[src/rtl/assert_macros.svh]
// Assertion macros used by the top-level RTL file of the density converter.
`ifndef ASSERT_MACROS_SVH
`define ASSERT_MACROS_SVH
`ifndef SYNTHESIS
`define ODFV_ASSERT_IMPL(lbl, clk, rstn, ante, cons) \
  lbl: assert property (@(posedge clk) disable iff (!rstn) (ante) |-> (cons)) \
    else $error("implication check failed");
`define ODFV_ASSERT_NEXT(lbl, clk, rstn, ante, cons) \
  lbl: assert property (@(posedge clk) disable iff (!rstn) (ante) |=> (cons)) \
    else $error("next-cycle check failed");
`else
`define ODFV_ASSERT_IMPL(lbl, clk, rstn, ante, cons)
`define ODFV_ASSERT_NEXT(lbl, clk, rstn, ante, cons)
`endif
`endif

[src/rtl/odfv_pkg.sv]
// Shared constants, status codes and the log2 interpolation table.
`timescale 1ns / 1ps
package odfv_pkg;

  localparam int LOG_TABLE_ENTRIES = 64;
  localparam int IDX_W = $clog2(LOG_TABLE_ENTRIES);
  localparam int VAL_W = 20;
  localparam int FRAC_W = VAL_W - 1;
  localparam int REM_W = FRAC_W - IDX_W;
  localparam int ENTRY_W = 25;
  localparam int LOG_W = 29;
  localparam int MSB_W = 5;

  localparam logic [31:0] LOG10_2_Q32 = 32'd1292913987;
  localparam logic [31:0] LN2_Q32 = 32'd2977044472;

  localparam logic [1:0] ST_OK = 2'd0;
  localparam logic [1:0] ST_RANGE = 2'd1;
  localparam logic [1:0] ST_SAT = 2'd2;

  localparam logic [1:0] REG_REF = 2'd0;
  localparam logic [1:0] REG_AMAX = 2'd1;
  localparam logic [1:0] REG_CELLS = 2'd2;
  localparam logic [1:0] REG_FEED = 2'd3;

  typedef logic [ENTRY_W-1:0] rom_t [LOG_TABLE_ENTRIES+1];

  function automatic rom_t build_rom();
    rom_t r;
    logic [63:0] x;
    logic [23:0] y;
    for (int i = 0; i <= LOG_TABLE_ENTRIES; i++) begin
      if (i == LOG_TABLE_ENTRIES) begin
        r[i] = ENTRY_W'(1) << 24;
      end else begin
        x = ((64'(LOG_TABLE_ENTRIES) + 64'(i)) << 30) / 64'(LOG_TABLE_ENTRIES);
        y = '0;
        for (int b = 0; b < 24; b++) begin
          x = (x * x) >> 30;
          y = {y[22:0], 1'b0};
          if (x >= (64'd2 << 30)) begin
            x = x >> 1;
            y[0] = 1'b1;
          end
        end
        r[i] = ENTRY_W'(y);
      end
    end
    return r;
  endfunction

  localparam rom_t LOG_ROM = build_rom();

endpackage

[src/rtl/odfv_log2.sv]
// Three-stage pipelined base-2 logarithm with table interpolation, Q24 result.
`timescale 1ns / 1ps
module odfv_log2 (
  input  logic                       clk_i,
  input  logic                       en_i,
  input  logic [odfv_pkg::VAL_W-1:0] val_i,
  output logic [odfv_pkg::LOG_W-1:0] log_o
);
  import odfv_pkg::*;

  logic [MSB_W-1:0]   msb;
  logic [VAL_W-1:0]   norm;
  logic [MSB_W-1:0]   p_q;
  logic [IDX_W-1:0]   idx_q;
  logic [REM_W-1:0]   rem_q;
  logic [ENTRY_W-1:0] lo;
  logic [ENTRY_W-1:0] hi;
  logic [ENTRY_W-1:0] diff;
  logic [ENTRY_W+REM_W-1:0] prod;
  logic [LOG_W-1:0]   base_q;
  logic [ENTRY_W-1:0] frac_q;
  logic [LOG_W-1:0]   log_q;

  always_comb begin
    msb = '0;
    for (int k = 0; k < VAL_W; k++) begin
      if (val_i[k]) begin
        msb = MSB_W'(k);
      end
    end
    norm = val_i << (MSB_W'(VAL_W - 1) - msb);
  end

  assign lo = LOG_ROM[idx_q];
  assign hi = LOG_ROM[{1'b0, idx_q} + (IDX_W + 1)'(1)];
  assign diff = hi - lo;
  assign prod = (ENTRY_W + REM_W)'(diff) * (ENTRY_W + REM_W)'(rem_q);

  always_ff @(posedge clk_i) begin
    if (en_i) begin
      p_q    <= msb;
      idx_q  <= norm[FRAC_W-1 -: IDX_W];
      rem_q  <= norm[REM_W-1:0];
      base_q <= (LOG_W'(p_q) << 24) + LOG_W'(lo);
      frac_q <= prod[ENTRY_W+REM_W-1:REM_W];
      log_q  <= base_q + LOG_W'(frac_q);
    end
  end

  assign log_o = log_q;

endmodule

[config.mk]
export PLATFORM = sky130hd
export DESIGN_NAME = odfv_log2
export DESIGN_NICKNAME = d
export VERILOG_FILES = /design/src/rtl/assert_macros.svh /design/src/rtl/odfv_pkg.sv /design/src/rtl/odfv_log2.sv
export SDC_FILE = /design/constraint.sdc
export NUM_CORES = 1
export LEC_CHECK = 0
export BUFFER_PORTS_ARGS = -buffer_cell sky130_fd_sc_hd__buf_2
export CORE_MARGIN = 3
export CORE_UTILIZATION = 50
export DETAILED_ROUTE_END_ITERATION = 8
export HOLD_SLACK_MARGIN = 0.05
export PLACE_DENSITY_LB_ADDON = 0.1
export SYNTH_ARGS = -nofsm -noshare
export SYNTH_HDL_FRONTEND = slang
export SYNTH_SLANG_ARGS = --single-unit
[constraint.sdc]
create_clock -name clk_i -period 26.6 [get_ports clk_i]
set_input_delay 3.99 -clock clk_i [delete_from_list [all_inputs] [get_ports clk_i]]
set_output_delay 3.99 -clock clk_i [all_outputs]
set_load 0.01 [all_outputs]
==> impl_metrics.json, run 1 <==
{
  "rr_endpoint": "frac_q[20]",
  "hold_viol_final": 0,
  "ff2ff_path_depth": 37,
  "worstSkewPairLatency_ns": 0.39,
  "synth_seq_cells": 107,
  "die_w_um": 214.4,
  "skew_ns": 0.02172,
  "yosysUniqueCellTypes": 86,
  "fin_area_sq_mm": 0.02280,
  "track_usage_pct": 31.08,
  "synth_top_family_by_area": "adder cells",
  "grt_overflow": 0,
  "async_reset_ff_share_pct": 0,
  "syn_area_per_cell_sq_um": 8.078,
  "syn_to_final_growth_pct": 4.983,
  "cts_tree": "done",
  "via_count": 19830,
  "grt_pass1_wl_mm": 112.7,
  "synthMuxAreaShare_pct": 1.918,
  "final_util_pct": 53.76,
  "r2r-start": "idx_q[0]",
  "maxCapViolCount": 0,
  "drt_wl_total_mm": 71.94,
  "max_clock_freq_mhz": 81.59,
  "yosys_warnings": 0,
  "post_cts_buffers": 0,
  "antenna_found_initial": 3,
  "grt_max_degree": 90,
  "rows": 75,
  "final_antenna_net_count": 0,
  "drv_slew": 0,
  "startpoint": "idx_q[0]",
  "synth_area_sq_mm": 0.02172,
  "htree_num_levels": 3,
  "status": "finished clean",
  "final.setup.worst_slack_ns": 14.34,
  "critPathKind": "register to register",
  "netlist_top_cells_area": "fa_1, edfxtp_1, ha_1",
  "nNetsFinal": 3045,
  "reg2reg_slack_ns": 14.34,
  "period_share_pct": 46.08,
  "cts_inserted_buffers": 9,
  "cts.clk_slew.worst_paths_ns": 0.08,
  "crit_end": "frac_q[20]",
  "hold_path.class": "register to register",
  "cp_data_required_time_ns": 26.73,
  "synth_flop_cell": "edfxtp_1",
  "top_usage_layer": "met2",
  "drt-initial-drc-count": 1898,
  "cp_slowest_cell": "nor2_1",
  "synth_commonest_cells": "inv_1, nand2_1, fa_1",
  "synth_edf_count": 107,
  "antenna_cells": 0,
  "synth-simple-area-share_pct": 19.79,
  "ys_seq_area_share_pct": 14.79,
  "grt.met3_usage_pct": 4.180,
  "yosysMostFrequentCell": "inv_1",
  "worst_pin_slew_ns": 1.277,
  "syn-num-nets": 3114,
  "pre_cts_ws_ns": 14.53,
  "die_area_sq_mm": 0.04598,
  "hold_buffers": 0,
  "crit_arrival_ns": 12.39,
  "synth_top_cell_by_area": "fa_1",
  "netlist.area_leader.share_pct": 23.41,
  "rsz0062_at_grt": "false",
  "boundaryPins": 51,
  "initial_core_util_pct": 51.21,
  "synthCells": 2689,
  "worstSetupEndpointType": "register",
  "met2_usage_pct": 50.63,
  "grt_use_met1_pct": 42.74,
  "crit_fanout": 89,
  "max_slew_margin_pct": 14.55,
  "tns_ns": 0,
  "place.port_buffers": 50,
  "vias_per_cell": 6.192,
  "setup_viol": 0,
  "first_pass_iters": 7,
  "slowest_delay_ns": 0.96,
  "drc_errors": 0,
  "grt_pass1_vias": 19490,
  "cts_root_buf": "clkbuf_16",
  "clock-sinks": 107,
  "min_period_ns": 12.26,
  "routedWlPerCell_um": 22.47,
  "die_h_um": 214.4,
  "fp.coreArea_sq_mm": 0.04242,
  "ctsResizeCount": 0,
  "synth_xor_area_share_pct": 2.863,
  "cts_buffer_depth": 2,
  "dp_hpwl_mm": 52.94,
  "synth_compound_area_share_pct": 19.12,
  "synth_adder_area_share_pct": 31.99,
  "start_kind": "register",
  "drive_gt1_share_pct": 6.362,
  "place_area_sq_mm": 0.02249,
  "gp_congestion": 0.9793
}
==> critical path: cells and delay by family, from the launching register on <==
kind / cells / cell delay (ns)
compound gates: 12 / 2.56
xor+xnor: 1 / 0.40
fa+ha+maj: 9 / 4.00
buf+inv: 7 / 2.12
flops: 1 / 0.33
simple gates: 8 / 2.55
==> cells in the final DEF, fill, tap and decap left out, types with 19 or more instances in the layout <==
cell type / netlist / routed
a21oi_1: 175 / 175
and2_1: 133 / 133
fa_1: 254 / 254
o21ai_0: 146 / 146
xnor2_1: 51 / 43
inv_1: 350 / 350
nor3_1: 39 / 39
a21o_1: 33 / 33
buf_2: 14 / 49
nand3_1: 54 / 54
a31oi_1: 28 / 28
edfxtp_1: 107 / 107
nor2b_1: 30 / 30
mux2i_1: 36 / 36
o211ai_1: 40 / 40
ha_1: 149 / 148
nand2b_1: 19 / 19
xor2_1: 20 / 20
and3_1: 28 / 28
nand2_1: 328 / 328
a211oi_1: 38 / 38
nor2_1: 170 / 169
buf_4: 0 / 61
==> metal layers <==
metal	vias up	wire length (um)
met1	9777	30130
met4	2	2443
li1	8980	-
met3	143	5891
met2	926	33470
met5	-	13
==> sequential cells by signal, indices dropped and copies added (netlist names) <==
| register | count |
|---|---|
| base_q | 29 |
| rem_q | 13 |
| log_o | 29 |
| p_q | 5 |
| idx_q | 6 |
| frac_q | 25 |
==> stage by stage <==
step           instances  hold slack (ns)
6_report            3202           0.4185
5_1_grt             3202           0.4266
4_1_cts             3202           0.4111
3_5_place_dp        3186           0.4057
3_3_place_gp        3186           0.4032
2_1_floorplan       2689           0.4003
==> kinds of logic (layout without fill, tap and decap cells) <==
family,count (synthesis),after routing
compound gates,635,635
xor+xnor,71,71
fa+ha+maj,403,403
buf+inv,544,480
flops,107,107
mux,40,40
simple gates,889,889
==> area by class of cell <==
type | count | area [sq um]
Fill cell | 4099 | 19610
Multi-Input combinational cell | 2038 | 16520
Sequential cell | 107 | 3213
Inverter | 354 | 1329
Tap cell | 577 | 721.9
Timing Repair Buffer | 110 | 703.2
Clock buffer | 9 | 225.2
Clock inverter | 7 | 88.84
==> worst min-delay path by stage <==
stage            endpoint  slack [ns]   start  depth (start not counted)
3_5_place_dp   base_q[25]        0.41  p_q[1]                          0
2_1_floorplan  base_q[24]        0.40  p_q[0]                          0
5_1_grt        base_q[25]        0.43  p_q[1]                          0
6_report       base_q[25]        0.42  p_q[1]                          0
3_3_place_gp   base_q[27]        0.40  p_q[3]                          0
4_1_cts        base_q[25]        0.41  p_q[1]                          0
Power of run 1 is left out: the tool's default activity adds up to more than one toggle a clock period on the data nets, which glitch-free logic cannot reach.
==> run 2, diff against run 1 <==
--- a/config.mk
+++ b/config.mk
@@ -5,6 +5,7 @@
 export SDC_FILE = /design/constraint.sdc
 export NUM_CORES = 1
 export LEC_CHECK = 0
+export ABC_AREA = 1
 export BUFFER_PORTS_ARGS = -buffer_cell sky130_fd_sc_hd__buf_2
 export CORE_MARGIN = 3
 export CORE_UTILIZATION = 50
==> constraint.sdc (replaced) <==
create_clock -name clk_i -period 12.1 [get_ports clk_i]
set_input_delay 1.815 -clock clk_i [delete_from_list [all_inputs] [get_ports clk_i]]
set_output_delay 1.815 -clock clk_i [all_outputs]
set_load 0.01 [all_outputs]
==> run 2 against run 1 <==
  * Global-route usage rose by 4.1 points
  * Non-clock buffer count rose by 4
  * Worst hold slack improved by 0.011 ns
  * Wire length rose by 6.9%
  * Critical path type unchanged
==> impl_metrics.json, run 2 <==
{
  "status": "finished clean",
  "maxCapViolCount": 0,
  "netlist.area_leader.share_pct": 25.08,
  "ff2ff_path_depth": 50,
  "worstSetupEndpointType": "register",
  "critPathKind": "register to register",
  "dp_hpwl_mm": 62.71,
  "cts_inserted_buffers": 9,
  "grt_pass1_wl_mm": 116.3,
  "initial_core_util_pct": 50.79,
  "min_period_ns": 10.70,
  "hold_viol_final": 0,
  "final_common_cell": "inv_1",
  "worst_pin_slew_ns": 1.309,
  "cts.clk_slew.worst_paths_ns": 0.09,
  "r2r-start": "idx_q[2]",
  "async_reset_ff_share_pct": 0,
  "synthCells": 2684,
  "hold_path.class": "register to register",
  "fp.coreArea_sq_mm": 0.03991,
  "drc_errors": 0,
  "holdWs_ns": 0.4292,
  "track_usage_pct": 35.15,
  "post_cts_buffers": 0,
  "netlist_top_cells_area": "fa_1, edfxtp_1, inv_1",
  "antenna_found_initial": 7,
  "cts_buffer_depth": 2,
  "synth_edf_count": 107,
  "via_count": 19420,
  "routedWlPerCell_um": 23.62,
  "rsz0062_at_grt": "false",
  "syn_to_final_growth_pct": 6.746,
  "crit_end": "frac_q[22]",
  "start_kind": "register",
  "crit_cells": 50,
  "hold_buffers": 0,
  "rows": 73,
  "first_pass_iters": 6,
  "cpLargestDelayFamily": "adder cells",
  "grt_pass1_vias": 19290,
  "crit_buf_inv": 12,
  "die_w_um": 207.4,
  "drv_slew": 0,
  "slowest_delay_ns": 0.82,
  "crit_top_cell": "inv_1",
  "grt_max_degree": 79,
  "ys_seq_area_share_pct": 15.85,
  "die_h_um": 207.4,
  "drive_gt1_share_pct": 7.850,
  "synth_top_cell_by_area": "fa_1",
  "nNetsFinal": 3146,
  "synth_flop_cell": "edfxtp_1",
  "synth_area_sq_mm": 0.02027,
  "skew_ns": 0.02312,
  "synth_commonest_cells": "inv_1, nand2_1, nor2_1",
  "cts_root_buf": "clkbuf_16",
  "setup_viol": 0,
  "worstSkewPairLatency_ns": 0.39,
  "syn_area_per_cell_sq_um": 7.553,
  "vias_per_cell": 5.961,
  "max_clock_freq_mhz": 93.46,
  "final_cell_mix": "inv_1, nand2_1, nor2_1",
  "grt_overflow": 0,
  "yosysUniqueCellTypes": 71,
  "syn-num-nets": 3109,
  "period_share_pct": 88.43,
  "rr_endpoint": "frac_q[22]",
  "drt-initial-drc-count": 2016,
  "crit_fanout": 22,
  "boundaryPins": 51,
  "startpoint": "idx_q[2]",
  "die_area_sq_mm": 0.04300,
  "htree_num_levels": 3,
  "crit_arrival_ns": 10.83,
  "cp_slowest_cell": "edfxtp_1",
  "final_antenna_net_count": 0,
  "reg2reg_slack_ns": 1.40,
  "yosys_warnings": 0,
  "tns_ns": 0,
  "gp_congestion": 1.018,
  "place.port_buffers": 50,
  "max_slew_margin_pct": 12.75,
  "ctsResizeCount": 0,
  "cts_tree": "done",
  "clock-sinks": 107,
  "cp_data_required_time_ns": 12.23,
  "yosysMostFrequentCell": "inv_1",
  "drt_wl_total_mm": 76.94,
  "synth_seq_cells": 107
}
run 2: cell count changes after synthesis, sizes merged, moves of 93 or more:
cell / change
nor2: +166
nand2: +147
nand3: +125
and2: -134
clkbuf: -93
inv: +180
run 2: layer usage:
metal / track usage, % / routed length, um / share of wire [%] / vias to the layer above
li1: - / - / - / 8660
met1: 45.98 / 30010 / 39 / 9337
met2: 56.91 / 35390 / 46 / 1179
met3: 6.650 / 7146 / 9.3 / 245
met4: 16.06 / 4396 / 5.7 / 0
met5: 0 / 0 / 0 / -
run 2: worst min-delay path by stage:
stage	from	end	cells after the start
4_1_cts	p_q[4]	base_q[28]	0
3_3_place_gp	p_q[4]	base_q[28]	0
2_1_floorplan	p_q[0]	base_q[24]	0
5_1_grt	p_q[0]	base_q[24]	0
3_5_place_dp	p_q[4]	base_q[28]	0
6_report	p_q[4]	base_q[28]	0
run 2: cell families (layout without fill, tap and decap cells):
| group | count (synthesis) | after routing | share of synthesized area [%] |
|---|---|---|---|
| other | 0 | 7 | 0 |
| and+or+nand+nor | 1033 | 1033 | 21.26 |
| adders and majority gates | 403 | 403 | 34.28 |
| DFF | 107 | 107 | 15.85 |
| buffers and inverters | 634 | 676 | 12.00 |
| xor gates and xnor gates | 67 | 67 | 3.098 |
| AOI/OAI and AO/OA | 440 | 440 | 13.51 |
run 2: worst register-to-register path: cells and delay by family, from the launching register on:
family | cells | cell delay, ns
fa+ha+maj | 8 | 3.48
compound gates | 16 | 3.00
simple gates | 13 | 1.81
buf+inv | 12 | 1.25
flops | 1 | 0.82
xor+xnor | 1 | 0.14
run 2: layout make-up:
| cell class | instances | area [sq um] |
|---|---|---|
| diodes | 7 | 17.52 |
| clock buffers | 9 | 225.2 |
| clock inverters | 7 | 100.1 |
| fillers | 3858 | 18280 |
| inverters | 546 | 2049 |
| multi-input cells | 1943 | 14630 |
| flip-flops and latches | 107 | 3213 |
| well taps | 525 | 656.9 |
| repair buffers | 114 | 745.7 |
run 2: per-stage QoR:
step                      setup slack, ns  std cells  instance area (sq um)  utilization (%)
final                               1.400       3258                  21640            54.21
after global placement              1.641       3235                  21300            53.36
after floorplan                     3.207       2684                  20270                -
after detailed placement            1.618       3235                  21300            53.36
after global routing               0.8281       3258                  21640            54.21
after CTS                           1.605       3251                  21620            54.17
Power of run 2 is left out for the same reason.
